File: src/rtl/bpe_pkg.sv
// ----------------------------------------------------------------------------
// Binding potential evaluator package
// Shared fixed-point formats, constants and register codes.
// ----------------------------------------------------------------------------
package bpe_pkg;

   // default payload format, signed Q16.16
   localparam int BPE_DATA_WIDTH = 32;
   localparam int BPE_FRAC_BITS  = 16;

   // internal formats: ratio s in Q.28, exponential sum in Q.30
   localparam int S_FRAC = 28;
   localparam int M_FRAC = 30;

   // log2(e) in Q.28 and ln(2) in Q.30
   localparam int                LOG2E_W   = 29;
   localparam logic [LOG2E_W-1:0] LOG2E_Q28 = 29'd387270501;
   localparam int                LN2_W     = 30;
   localparam logic [LN2_W-1:0]   LN2_Q30   = 30'd744261118;

   // ratio range: positive side ends at 2^7, negative side at 2^6
   localparam int LIMIT_LOG2 = 7;
   localparam int Q_BITS     = S_FRAC + LIMIT_LOG2;

   // exponential series length and per-term formats
   localparam int TAYLOR_TERMS = 12;
   localparam int TERM_W       = M_FRAC + 1;
   localparam int G_W          = M_FRAC;
   localparam int RECIP_SHIFT  = 32;

   // partial product chunk of the wide multipliers
   localparam int MUL_CHUNK = 32;

   // signed exponent width
   localparam int K_W = 10;

   // configuration port
   localparam int CSR_ADDR_W = 4;
   localparam logic [1:0] REG_DEPTH_SCALE     = 2'd0;
   localparam logic [1:0] REG_DECAY_LENGTH    = 2'd1;
   localparam logic [1:0] REG_REST_SEPARATION = 2'd2;

endpackage

File: src/rtl/bpe_taylor_cell.sv
// ----------------------------------------------------------------------------
// Series cell
// One term of the exponential series: term = ((term * g) >> 30) / N,
// added to the running sum, over three stages.
// ----------------------------------------------------------------------------
module bpe_taylor_cell
   import bpe_pkg::*;
#(
   parameter int N = 1
) (
   input  logic              clock,
   input  logic [G_W-1:0]    src_g,
   input  logic [TERM_W-1:0] src_term,
   input  logic [TERM_W-1:0] src_sum,
   output logic [G_W-1:0]    dst_g,
   output logic [TERM_W-1:0] dst_term,
   output logic [TERM_W-1:0] dst_sum
);

   localparam int              RW    = RECIP_SHIFT + 1;
   localparam logic [RW-1:0]   RECIP = RW'((64'd1 << RECIP_SHIFT) / N);
   localparam int              NW    = 8;
   localparam logic [NW-1:0]   NC    = NW'(N);
   localparam int              P1W   = TERM_W + G_W;
   localparam int              P2W   = TERM_W + RW;
   localparam int              BKW   = TERM_W + NW;

   logic [P1W-1:0]    prod1;
   logic [P2W-1:0]    prod2;
   logic [BKW-1:0]    back;
   logic [BKW-1:0]    rem;
   logic [TERM_W-1:0] fixed;

   logic [TERM_W-1:0] p1_ff, p1_in;
   logic [G_W-1:0]    g1_ff, g2_ff, g3_ff;
   logic [TERM_W-1:0] sum1_ff, sum2_ff, sum3_ff, sum3_in;
   logic [TERM_W-1:0] q0_ff, q0_in;
   logic [TERM_W-1:0] p2_ff;
   logic [TERM_W-1:0] term_ff;

   // stage 1: product with g, drop the fraction
   always_comb begin
      prod1 = P1W'(src_term) * P1W'(src_g);
      p1_in = prod1[TERM_W+M_FRAC-1:M_FRAC];
   end

   // stage 2: quotient estimate by reciprocal
   always_comb begin
      prod2 = P2W'(p1_ff) * P2W'(RECIP);
      q0_in = prod2[RECIP_SHIFT+TERM_W-1:RECIP_SHIFT];
   end

   // stage 3: correct the estimate by one, accumulate
   always_comb begin
      back    = BKW'(q0_ff) * BKW'(NC);
      rem     = BKW'(p2_ff) - back;
      fixed   = q0_ff + TERM_W'(rem >= BKW'(NC));
      sum3_in = sum2_ff + fixed;
   end

   always_ff @(posedge clock) begin
      p1_ff   <= p1_in;
      g1_ff   <= src_g;
      sum1_ff <= src_sum;
      q0_ff   <= q0_in;
      p2_ff   <= p1_ff;
      g2_ff   <= g1_ff;
      sum2_ff <= sum1_ff;
      term_ff <= fixed;
      sum3_ff <= sum3_in;
      g3_ff   <= g2_ff;
   end

   assign dst_g    = g3_ff;
   assign dst_term = term_ff;
   assign dst_sum  = sum3_ff;

endmodule

File: config.mk
export PLATFORM = sky130hd
export DESIGN_NAME = bpe_taylor_cell
export DESIGN_NICKNAME = d
export VERILOG_FILES = /design/src/rtl/bpe_pkg.sv /design/src/rtl/bpe_taylor_cell.sv
export SDC_FILE = /design/constraint.sdc
export NUM_CORES = 2
export LEC_CHECK = 0
export BUFFER_PORTS_ARGS = -buffer_cell sky130_fd_sc_hd__buf_2
export CAP_MARGIN = 40
export CORE_MARGIN = 4
export CORE_UTILIZATION = 40
export CTS_BUF_LIST = sky130_fd_sc_hd__clkbuf_2 sky130_fd_sc_hd__clkbuf_4 sky130_fd_sc_hd__clkbuf_8
export CTS_CLUSTER_DIAMETER = 120
export DETAILED_ROUTE_END_ITERATION = 8
export HOLD_SLACK_MARGIN = 0.03
export MAX_ROUTING_LAYER = met4
export PLACE_DENSITY = 0.55
export SYNTH_ARGS = -nofsm -noshare
export SYNTH_HDL_FRONTEND = slang
export SYNTH_SLANG_ARGS = --single-unit
File: constraint.sdc
create_clock -name clock -period 11.1 [get_ports clock]
set_input_delay 1.11 -clock clock [delete_from_list [all_inputs] [get_ports clock]]
set_output_delay 1.11 -clock clock [all_outputs]
set_load 0.005 [all_outputs]
# Word-level counts from Yosys, hierarchy flattened
# Cells that the tools add are included.
dict set report totals {
  out_inout_bits 92
  in_bits 93
  reg_bits 276
}
dict set report classes {
  multipliers 1
  add_sub_neg 3
  n_lt_le_gt_ge 1
}
# cell n
set op_table {}
lappend op_table {{31-bit by 30-bit multiplier with 61-bit output} 1}
lappend op_table {{39-bit by 1-bit >= comparator with 1-bit output, second input constant} 1}
lappend op_table {{31-bit by 31-bit subtractor with 32-bit output} 1}
lappend op_table {{31-bit by 1-bit adder with 31-bit output} 1}
lappend op_table {{31-bit adder} 1}

# Logic depth before layout (Yosys ltp)
dict set report logic_depth {
  ltp_word 4
  depth_mapped 28
  mapped_depth_nobuf 26
}

# Worst setup path after synthesis
# No wires, ideal clock.
dict set report synth_timing {
  kind {input to register}
  startpoint {in src_g[6]}
  endpoint {reg p1_ff[26]}
  t_required_ns 11.005
  path_slack_ns 3.265
  path_stages 22
  arrival_ns 7.740
  n_path_buf 1
  cell_sequence {clkbuf_1 > nand2_1 > fa_1 > fa_1 > fa_1 > fa_1 > inv_1 > fa_1 > fa_1 > fa_1 > inv_1 > fa_1 > inv_1 > ha_1 > a21o_1 > a21o_1 > a221o_1 > nor4_2 > o32ai_2 > or2_4 > a311o_1 > o311ai_1}
}
dict set report synth_between {
  elab_chain_cells 1
}
# item line_no
set synth_lines {}
lappend synth_lines {{start: declaration} bpe_taylor_cell.sv:12} ;# input logic [G_W-1:0] src_g,
lappend synth_lines {{31-bit by 30-bit multiplier with 61-bit output} bpe_taylor_cell.sv:43} ;# prod1 = P1W'(src_term) * P1W'(src_g);
lappend synth_lines {{via prod1[56]} bpe_taylor_cell.sv:28} ;# logic [P1W-1:0] prod1;
lappend synth_lines {{end signal: assignment} bpe_taylor_cell.sv:62} ;# p1_ff <= p1_in;
lappend synth_lines {{end: declaration} bpe_taylor_cell.sv:34} ;# logic [TERM_W-1:0] p1_ff, p1_in;
# The timed path passes the listed nets, and every way through them passes these cells.

# Worst setup path after layout
dict set report layout_timing {
  startpoint {in src_g[7]}
  endpoint {reg p1_ff[26]}
}
# Same word-level chain as after synthesis.

==> results by group <==
Die
  – Site row count: 111
  – Core ar.: 91700 um2
  – Top Ports: 185
  – Starting density of the core: 40.3%
  – Die Height: 312 um
  – Die area: 97300 um2
  – Die X: 312 um

Synth
  – Predominant post-synthesis flop cell: dfxtp_1
  – Multiplexer share of the synthesized area: 0%
  – Post-synth EDFFs: 0
  – Seq/Total Area, Yosys: 15.0%
  – Ranking of synthesized cells by area: fa_1 (44%), dfxtp_1 (15%), and2_1 (9.4%)
  – Synth warn: 0
  – Synthesized area: 36900 um2
  – Post-Synth Adder-Cell Area: 53.1%
  – Avg Synthesized Cell Area: 9.73 um2
  – Ys async rst share: 0%
  – Post-synth top area cell: fa_1
  – Largest family of logic cells by synthesized area: adder cells
  – Synth unique cells: 56
  – Synth Area in Simple Gates: 15.6%
  – Post-Synth XOR/XNOR Area: 1.38%
  – Flop and latch count out of synthesis: 276
  – Yosys top cell area share: 43.8%
  – Syn Nets: 4972
  – Post-synthesis cell count: 3795
  – Synth Area in Compound Gates: 4.56%

Worst setup path
  – CP Capture Type: register
  – CP arrival: 8870 ps
  – Worst-path fanout max: 32
  – Startpoint types: input pin
  – WP data required: 11610 ps
  – Crit path kind: in2reg

Place
  – GPL Wtd Cong: 0.867
  – Port Buf Inserts: 184
  – Placed Instances: 4987
  – Hpwl dp: 76.6 mm

GRT
  – Vias in the first global route: 27.4k
  – Met1 Use GR: 26.0%
  – Antenna violations before repair: 4
  – Grt total ovfl: 0
  – GRT Resource Usage Total: 21.2%
  – Met3 Use GR: 2.26%
  – Largest net degree at the start of global routing: 33
  – First-pass GRT wire length: 156 mm
  – M2 GR Usage: 37.7%
  – Busiest layer in global routing: met2

Drt
  – Number of iterations in the first detailed-routing pass: 5
  – Wire length per cell: 19.1 um
  – Antenna-violating nets left: 0
  – First DRT Iteration DRCs: 1115
  – Via density: 4.90
  – Via count: 24.8k
  – Drt total wl: 97.0 mm
  – DRC: 0

CTS
  – Root buffer cell: clkbuf_8
  – H-tree depth: 2
  – Post-CTS Setup Bufs: 0
  – Hold buffers post-CTS: 0
  – Clk Latency, worst-skew pair: 640 ps
  – TritonCTS clock tree: done
  – Number of buffers created by CTS: 45
  – Clock transition at path regs: 60 ps
  – Resized cells post-CTS: 0
  – # clock sinks: 276
  – CTS max path bufs: 3

Layout
  – Seq. cell area: 5530 um2
  – Most common cell after layout, fill and taps aside: inv_1
  – Area of the multi-input gates: 27600 um2
  – Most frequent cells in the layout: inv_1 (832), fa_1 (808), and2_1 (554)
  – Share of cells above drive strength 1: 7.47%
  – Fill cell count: 9043
  – Layout Cells excl Fill: 5071
  – Area growth syn-to-layout: 7.61%
  – Fin util: 43.4%
  – Nets: 5025

STA
  – Peak Freq: 120 MHz
  – Fin. max-slew vios: 0
  – Finish-stage setup viols: 0
  – Final Cycle Share: 75.3%
  – Worst slew margin: 38.8%
  – TNS Setup: 0 ps
  – Final Hold Viols: 0
  – Post-layout min period: 8360 ps
  – RSZ-0062 raised after global routing: false
  – Worst-margin pin slew: 919 ps
  – Worst Skew: 46.9 ps

Run status
  – Outcome: complete, no violations

Flow run
  – Max-cap violations: 0

Hold path
  – Min-delay worst type: reg2reg
## path summary, 6_finish.rpt
check / end / from / cells after the start / slack, ps
setup / recovery: p1_ff[26] / src_g[7] / 24 / 2740
setup reg to reg: dst_sum[30] / q0_ff[0] / 12 / 8010
hold reg to reg: sum2_ff[13] / sum1_ff[13] / 0 / 280
hold / removal: sum2_ff[13] / sum1_ff[13] / 0 / 280
## final cells by class
| cell class | instances | area share [%] |
|---|---|---|
| inverter | 832 | 7.86 |
| sequential | 276 | 13.9 |
| timing repair buffer | 196 | 2.54 |
| antenna | 3 | 0.0189 |
| clock inverter | 20 | 0.667 |
| multi-input combinational | 2497 | 69.4 |
| tap | 1186 | 3.73 |
| clock buffer | 61 | 1.92 |
## stage by stage
step           area [um2]  setup slack, ps  hold slack (ps)
6_report            39700             2740              283
3_3_place_gp        38700             2120              310
5_1_grt             39700             2430              288
2_1_floorplan       36900             3260              310
4_1_cts             39700             2720              264
3_5_place_dp        38700             2060              312
## Yosys cell counts, drive strengths merged, types with 4 or more instances
| library cell | instances |
|---|---|
| dfxtp | 276 |
| nor2b | 8 |
| or2 | 4 |
| o211ai | 6 |
| nand2b | 10 |
| o21a | 12 |
| nand3 | 18 |
| ha | 276 |
| fa | 808 |
| o21bai | 11 |
| nor3 | 13 |
| o21ai | 40 |
| nor4 | 6 |
| nand2 | 420 |
| nor2 | 34 |
| a21o | 62 |
| and2 | 554 |
| xnor2 | 35 |
| a211oi | 8 |
| nand4 | 18 |
| a31oi | 6 |
| and3 | 11 |
| a21oi | 75 |
| xor2 | 23 |
| inv | 832 |
| clkbuf | 188 |
| a2111oi | 4 |
## kinds of logic after synthesis
| logic type | count (synthesis) |
|---|---|
| adder cells (fa/ha/maj) | 1084 |
| AND/OR/NAND/NOR | 1102 |
| XOR/XNOR | 58 |
| flip-flops | 276 |
| AO/OA/AOI/OAI | 253 |
| buffers and inverters | 1022 |
## layer usage
metal,vias up,wire (um)
met2,434,51200
met1,13000,40100
met4,0,2120
li1,11300,-
met3,124,3620
met5,-,0
## sequential cells by signal (all words and copies together), names as in the netlist
name / cells
q0_ff: 31
sum1_ff: 31
dst_term: 31
g2_ff: 30
p1_ff: 31
sum2_ff: 31
g1_ff: 30
dst_g: 30
dst_sum: 31
## worst max-delay path, stage by stage
cell	delay [ps]
buf_2	660
and2_1	260
fa_1	450
fa_1	550
inv_1	50
fa_1	440
fa_1	540
inv_1	50
fa_1	550
fa_1	430
fa_1	520
inv_1	60
fa_1	470
inv_1	40
ha_1	330
a21oi_1	210
o21ai_0	140
nor4_1	280
nor4_1	140
nor4_2	570
o32ai_2	260
or2_4	300
a311o_1	310
o311ai_1	80
Power is not shown: default switching activity piles up to over one toggle a cycle in this logic, so the estimate is an artifact.
