## config.mk

```make
export PLATFORM = sky130hd
export DESIGN_NAME = bpe_div_cell
export DESIGN_NICKNAME = d
export VERILOG_FILES = /design/src/rtl/bpe_pkg.sv /design/src/rtl/bpe_div_cell.sv
export SDC_FILE = /design/constraint.sdc
export NUM_CORES = 1
export LEC_CHECK = 0
export BUFFER_PORTS_ARGS = -buffer_cell sky130_fd_sc_hd__buf_2
export CAP_MARGIN = 10
export CORE_ASPECT_RATIO = 1.75
export CORE_MARGIN = 2
export CORE_UTILIZATION = 40
export DETAILED_ROUTE_END_ITERATION = 16
export PLACE_DENSITY = 0.83
export SLEW_MARGIN = 20
export SYNTH_ARGS = -nofsm -noshare
export SYNTH_HDL_FRONTEND = slang
export SYNTH_SLANG_ARGS = --single-unit
```

## constraint.sdc

```tcl
create_clock -name clock -period 2.8 [get_ports clock]
set_input_delay 0.56 -clock clock [delete_from_list [all_inputs] [get_ports clock]]
set_output_delay 0.56 -clock clock [all_outputs]
set_load 0.01 [all_outputs]
```

## src/rtl/bpe_pkg.sv

```systemverilog
// ----------------------------------------------------------------------------
// Binding potential evaluator package
// Shared fixed-point formats, constants and register codes.
// ----------------------------------------------------------------------------
package bpe_pkg;

   // default payload format, signed Q16.16
   localparam int BPE_DATA_WIDTH = 32;
   localparam int BPE_FRAC_BITS  = 16;

   // internal formats: ratio s in Q.28, exponential sum in Q.30
   localparam int S_FRAC = 28;
   localparam int M_FRAC = 30;

   // log2(e) in Q.28 and ln(2) in Q.30
   localparam int                LOG2E_W   = 29;
   localparam logic [LOG2E_W-1:0] LOG2E_Q28 = 29'd387270501;
   localparam int                LN2_W     = 30;
   localparam logic [LN2_W-1:0]   LN2_Q30   = 30'd744261118;

   // ratio range: positive side ends at 2^7, negative side at 2^6
   localparam int LIMIT_LOG2 = 7;
   localparam int Q_BITS     = S_FRAC + LIMIT_LOG2;

   // exponential series length and per-term formats
   localparam int TAYLOR_TERMS = 12;
   localparam int TERM_W       = M_FRAC + 1;
   localparam int G_W          = M_FRAC;
   localparam int RECIP_SHIFT  = 32;

   // partial product chunk of the wide multipliers
   localparam int MUL_CHUNK = 32;

   // signed exponent width
   localparam int K_W = 10;

   // configuration port
   localparam int CSR_ADDR_W = 4;
   localparam logic [1:0] REG_DEPTH_SCALE     = 2'd0;
   localparam logic [1:0] REG_DECAY_LENGTH    = 2'd1;
   localparam logic [1:0] REG_REST_SEPARATION = 2'd2;

endpackage

```

## src/rtl/bpe_div_cell.sv

```systemverilog
// ----------------------------------------------------------------------------
// Divider cell
// One restoring step of the ratio divider: takes one dividend bit, yields
// one quotient bit, hands remainder and quotient to the next cell.
// ----------------------------------------------------------------------------
module bpe_div_cell
   import bpe_pkg::*;
#(
   parameter int DW  = BPE_DATA_WIDTH,
   parameter int IDX = 0
) (
   input  logic              clock,
   input  logic [DW-2:0]     divisor,
   input  logic [DW:0]       dividend_mag,
   input  logic [DW-2:0]     src_rem,
   input  logic [Q_BITS-1:0] src_quot,
   output logic [DW-2:0]     dst_rem,
   output logic [Q_BITS-1:0] dst_quot
);

   logic              nbit;
   logic [DW-1:0]     trial;
   logic              fits;
   logic [DW-2:0]     rem_ff, rem_in;
   logic [Q_BITS-1:0] quot_ff, quot_in;

   // pick the dividend bit of this step (dividend is magnitude shifted up)
   generate
      if (IDX >= S_FRAC) begin : g_bit
         assign nbit = dividend_mag[IDX-S_FRAC];
      end else begin : g_zero
         assign nbit = 1'b0;
      end
   endgenerate

   // compare and subtract
   always_comb begin
      trial   = {src_rem, nbit};
      fits    = trial >= {1'b0, divisor};
      rem_in  = fits ? (DW-1)'(trial - {1'b0, divisor}) : trial[DW-2:0];
      quot_in = {src_quot[Q_BITS-2:0], fits};
   end

   always_ff @(posedge clock) begin
      rem_ff  <= rem_in;
      quot_ff <= quot_in;
   end

   assign dst_rem  = rem_ff;
   assign dst_quot = quot_ff;

endmodule

```

Word-level counts from Yosys, hierarchy flattened. Cells that the tools add are included.

Flip-flop bits (word level): 66. Input port bits: 131. Output and inout port bits: 66. Logic and storage cells: 6.

Mux-type cells: 1. $lt $le $gt $ge: 1. Add/subtract/negate cells: 1.

Operators by type and width (number): $ge A32 B31 Y1 (1); $mux W31 (1); $sub A31 B31 Y31 (1).

Longest topological paths before layout. Gate-level depths: netlist of the first run.

Depth after elaboration: 2. Depth in mapped cells: 13. Mapped depth without buffers: 10.

Worst setup path before layout of the first run. OpenSTA, ideal clock, no wires.

Kind: input-to-reg. Start: input divisor[0]. End: register rem_ff[1] (netlist: dst_rem[1]). Setup slack: 0.041 ns. Cell stages on the path: 10. Arrival: 2.636 ns. Cells stage by stage: inv_1 fa_1 a211oi_1 nor3_1 nor2_1 o31ai_4 o21ai_1 o211a_2 buf_6 mux2_1.

Longest elaborated chain between the ends: 2. Elaborated cells on any way between the ends: 3.

RTL lines: start, declared (RTL line bpe_div_cell.sv:13) `input logic [DW-2:0] divisor,`; $sub A31 B31 Y31 or $ge A32 B31 Y1 (tied branches) (RTL line bpe_div_cell.sv:40, bpe_div_cell.sv:39); $mux W31 (*) (RTL line bpe_div_cell.sv:40) `rem_in = fits ? (DW-1)'(trial - {1'b0, divisor}) : trial[DW-2:0];`; net rem_in[1] (RTL line bpe_div_cell.sv:24) `logic [DW-2:0] rem_ff, rem_in;`; end signal, assigned (RTL line bpe_div_cell.sv:45) `rem_ff <= rem_in;`; end, declared (RTL line bpe_div_cell.sv:24).

The timed path passes the listed nets; every way through them passes the cells marked *. A chain may end at the register's enable or synchronous reset.

Worst setup path after layout of the first run.
Start: input divisor[0]. End: register rem_ff[26] (netlist: dst_rem[26]).

Same word-level chain as after synthesis.

==> run metrics, run 1 <==
clock sink count=66; Final Hold Fails=0; fin. max-slew vios=0; Final setup viols=0; Max rail drop VDD=0.2795 mV; first-pass GRT wire length=15.36 mm; Final period util=between 90% and 100%; row cnt=45; TritonCTS clock tree=built; Worst Setup SP=divisor[0]; die area=slightly below 10,000 µm²; placer's final routability congestion estimate=0.8469; cell with the most instances after synthesis=dfxtp_1; Startpoint Class=input pin; CP Capture Type=register; status=completed; die width=around 75 µm; initial core utilization=40.92%; RSZ-0062 raised after global routing=no; CP Data Required Time=3000 ps; CTS buffer count=9; Worst-path clk slew=60 ps; Post-synth EDFFs=0; vias per cell=4.947; HP Start=src_quot[28]; Core Footprint=8615 µm²; chip height=128.2 µm; Arr. time, crit path=2880 ps; DR vias=3,715; CTS Buffer Depth=2; Post-Syn Instances=411; Routed WL per cell=12.99 µm; HPWL Detailed=8.065 mm; initial antenna violation count=0; max_cap viols=0; kind of critical path=in2reg; GRT Total Usage=20.17%; number of global-route vias before repair=approximately 3,600; Root Driver=clkbuf_16; library cells used by synthesis=53; 1st-iter DRT viols=168; Residual DRC=0; Final Cell Area=5141 µm²; I/O Buffers=between 150 and 200; Mean Syn Cell Area=8.576 µm²; Slew @ Worst Pin=412.1 ps; Seq/Total Area, Yosys=37.49%; synth cell count leaders=66 x dfxtp_1, 40 x inv_1, 40 x nand2_1; Util after Layout=59.68%; io pins=between 150 and 200; # diodes=0; leakage=2.613 nW; Overflow after GRT=0; worst-path fanout max=3; layout cells sized above 1=slightly below 40%; ys async rst share=0%; Final min period=2679 ps; H-Tree Depth=3; Hold Path Class=in2reg; Pre-antenna DRT Iters=5; top_reg_cell synth=dfxtp_1; Area contributors post-synth=dfxtp_1 37%, ha_1 11%, o21ai_0 4.7%; fmax=between 0.3 and 0.4 GHz; Synthesis Warnings=0; Synthesized Nets=roughly 570; layout net count=between 700 and 800; Setup TNS=0 ps; dpl cell area=4872 µm²; antenna-violating nets left=0; pin count of the biggest net entering global routing=17; relative slew slack=72.18%; synthesized cell area=3525 µm²; Routed WL=9.754 mm; area leader, netlist=dfxtp_1; pwr dens=583.4 nW/µm²; #FFs+latches synth=66; Synth top area share=around 37%; Syn-to-layout area delta=45.86%; Final Hold Slack=about 330 ps
==> final timing paths <==
check | end | slack [ps] | cells after the start
worst min-delay path | dst_quot[29]$_DFF_P_ | 330 | 1
worst max-delay path | dst_rem[26]$_DFF_P_ | 120 | 11
==> power by group <==
part	switching (W)	total, W	internal [W]
clock network	0.000398	0.000993	0.000595
logic	0.000476	0.000914	0.000438
registers	0.0000249	0.00109	0.00107
==> cells by family after synthesis <==
| kind of cell | Yosys count | synth area share [%] |
|---|---|---|
| AOI/OAI and AO/OA | 127 | 23.54 |
| xor gates and xnor gates | 26 | 6.461 |
| adders and majority gates | 32 | 11.57 |
| buffers and inverters | 58 | 6.602 |
| DFF | 66 | 37.49 |
| muxes | 3 | 0.9584 |
| and+or+nand+nor | 99 | 13.38 |
==> sequential cells by signal, indices dropped and copies added (netlist names) <==
name and count:
dst_rem 31, dst_quot 35
==> metal layers <==
metal | vias up | share of wire, % | routed length, µm | track usage (%)
met3 | 24 | 6.0 | 582 | 4.167
li1 | 1882 | - | - | -
met2 | 130 | 55 | 5387 | 38.44
met4 | 0 | 2.8 | 275 | 9.349
met5 | - | 0 | 0 | 0
met1 | 1679 | 36 | 3508 | 19.53
==> stage by stage <==
stage	cells	total power, W	setup WS, ps
2_1_floorplan	411	0.001620	41.03
3_3_place_gp	735	0.002000	-194.9
3_5_place_dp	735	0.002020	-186.7
4_1_cts	751	0.003020	142.1
5_1_grt	751	0.003160	18.60
6_report	751	0.003000	121.2
==> worst max-delay path, cell delays in order <==
cell      delay [ps]
buf_2             90
inv_1             60
fa_1             480
a211oi_2         270
nor3_1           120
o211ai_1         300
a31oi_1          180
o21ai_0          280
buf_4            170
xnor2_1           60
mux2_1           310
==> cell type report <==
cell class	count	area, µm²
inverter	40	150.1
clock inverter	5	31.28
fill	795	3473
sequential	66	1321
timing repair buffer	225	1284
clock buffer	11	232.7
multi-input combinational	287	1976
tap	117	146.4
==> what timing repair did <==
action,in CTS,in global routing
hold buffers,0,0
gates resized for setup,0,1
buffers inserted,0,0
setup endpoints to repair,0,28
==> placed cells by master (no fill, tap or decap), drive strengths merged, types with 5 or more instances in the layout <==
cell | Yosys | routed
a211oi | 9 | 9
a21o | 9 | 9
a21oi | 26 | 26
buf | 6 | 225
clkbuf | 12 | 11
dfxtp | 66 | 66
ha | 31 | 31
inv | 40 | 40
nand2 | 40 | 40
nand3 | 7 | 7
nand4 | 9 | 9
nor2 | 18 | 18
nor3 | 5 | 5
o21a | 7 | 7
o21ai | 44 | 44
o21bai | 6 | 6
xnor2 | 15 | 15
xor2 | 11 | 11
No activity file was read; power rests on OpenSTA's default activity.
==> run 2, diff against run 1 <==
- CORE_UTILIZATION: 40 -> 42
- CTS_BUF_LIST: default -> sky130_fd_sc_hd__clkbuf_4
- PLACE_DENSITY: 0.83 -> 0.87
==> run 2 against run 1 <==
Maximum frequency increased by 5.2%. Core utilization rose by 1.6 points. Critical endpoint is now dst_rem[30]$_DFF_P_. Largest cell class unchanged. Largest power group unchanged. Final cell count down 3.5%. Critical path depth grew 1.
==> run metrics, run 2 (synthesized netlist as in run 1, its figures left out) <==
status=completed; Final min period=2546 ps; Util after Layout=61.26%; CP max stage cell=fa_1; CP Data Required Time=3140 ps; M2 GR Usage=about 40%; antenna-violating nets left=0; HPWL Detailed=7.997 mm; met3 Usage GRT=around 4.8%; critical path, cell by cell=buf_2, inv_1, fa_1, a211oi_1, nor3_1, o211ai_1, a31oi_1, o21ai_0, buf_4, o21ai_0, xnor2_1, o21ai_1; relative slew slack=69.84%; vias per cell=5.068; I/O Buffers=roughly 160; commonest non-fill, non-tap cell in the layout=buf_2; first-pass GRT wire length=14.88 mm; RSZ-0062 raised after global routing=no; die area=9170 µm²; Root Driver=clkbuf_4; Worst-path clk slew=roughly 130 ps; CP Capture Type=register; Hold Path Class=in2reg; postcts setup bufs=0; Post-CTS Hold Buffers=0; Max rail drop VDD=~0.23 mV; Pre-antenna DRT Iters=4; CTS Buffer Depth=2; H-Tree Depth=3; pwr dens=560.0 nW/µm²; fmax=0.3928 GHz; chip height=125.2 µm; Final period util=90.93%; number of global-route vias before repair=3,604; Most Crowded Layer GR=met2; final instance count without filler cells=725; Final Hold Fails=0; Residual DRC=0; Routed WL=9.559 mm; Slew @ Worst Pin=446.6 ps; CTS buffer count=9; placer's final routability congestion estimate=0.9416; TritonCTS clock tree=built; pin count of the biggest net entering global routing=21; post_cts resized=0; layout cells sized above 1=39.40%; Core Footprint=8203 µm²; row cnt=44; Startpoint Class=input pin; io pins=197; worst-path fanout max=3; layout net count=790; Inst Count DP=just over 700; 1st-iter DRT viols=151; leakage=between 2 and 3 nW; Overflow after GRT=0; critical path's largest stage delay=between 400 and 500 ps; fin. max-slew vios=0; most frequent cells in the layout=162 x buf_2, 66 x dfxtp_1, 60 x buf_4; DR vias=3,674; max_cap viols=0; initial core utilization=42.97%; Final setup viols=0; kind of critical path=in2reg; GR Util met1=18.81%; number of flip-flops in the largest register=35; CP dominant cell by count=o21ai_0; initial antenna violation count=1; Arr. time, crit path=between 2000 and 3000 ps; Syn-to-layout area delta=42.56%; Routed WL per cell=13.18 µm; clock sink count=66; die width=approximately 73 µm; GRT Total Usage=roughly a fifth
## run 2: cell types whose count changed in the layout (fill, tap and decap cells not counted), moves of 2 or more
cell,previous run,this run
buf_4,63,60
bufinv_16,0,3
clkbuf_1,2,0
clkbuf_16,9,0
clkbuf_4,0,9
clkinv_2,3,1
## run 2: layout make-up
type	instances	area, µm²
antenna	1	2.502
clock buffer	9	67.56
clock inverter	7	116.4
fill	775	3178
inverter	40	150.1
multi-input combinational	287	1971
sequential	66	1321
tap	92	115.1
timing repair buffer	223	1281
## run 2: through the flow
step	hold WS (ps)	power (W)	setup TNS [ps]	instance area, µm²	worst slack (ps)
3_5_place_dp	663.6	0.002021	-4098	4838	-189.8
6_report	229.6	0.002814	0	5025	253.9
3_3_place_gp	662.1	0.001998	-2953	4838	-150.1
2_1_floorplan	587.7	0.001620	0	3525	41.03
5_1_grt	185.9	0.002968	0	5025	81.82
4_1_cts	202.5	0.002842	0	5022	286.9
## run 2: worst max-delay path, delay by kind of cell
kind	cells	cell delay, ps
AOI/OAI and AO/OA	6	1220
xor gates and xnor gates	1	190
and+or+nand+nor	1	140
buffers and inverters	3	310
adders and majority gates	1	460
## run 2: path summary, 6_finish.rpt
path | depth (start not counted) | end | startpoint
worst max-delay path | 12 | dst_rem[30]$_DFF_P_ | divisor[0]
worst min-delay path | 1 | dst_quot[5]$_DFF_P_ | src_quot[4]
## run 2: where the power goes
| part | switching, W | internal, W | leakage [nW] |
|---|---|---|---|
| logic | 0.000471 | 0.000435 | 1.92 |
| registers | 0.0000291 | 0.00107 | 0.557 |
| clock network | 0.000361 | 0.000452 | 0.0979 |
## run 2: per-layer routing
layer | vias to the layer above | wire length [µm]
met5 | - | 0
met4 | 0 | 270
met3 | 25 | 609
met2 | 121 | 5381
met1 | 1651 | 3297
li1 | 1877 | -
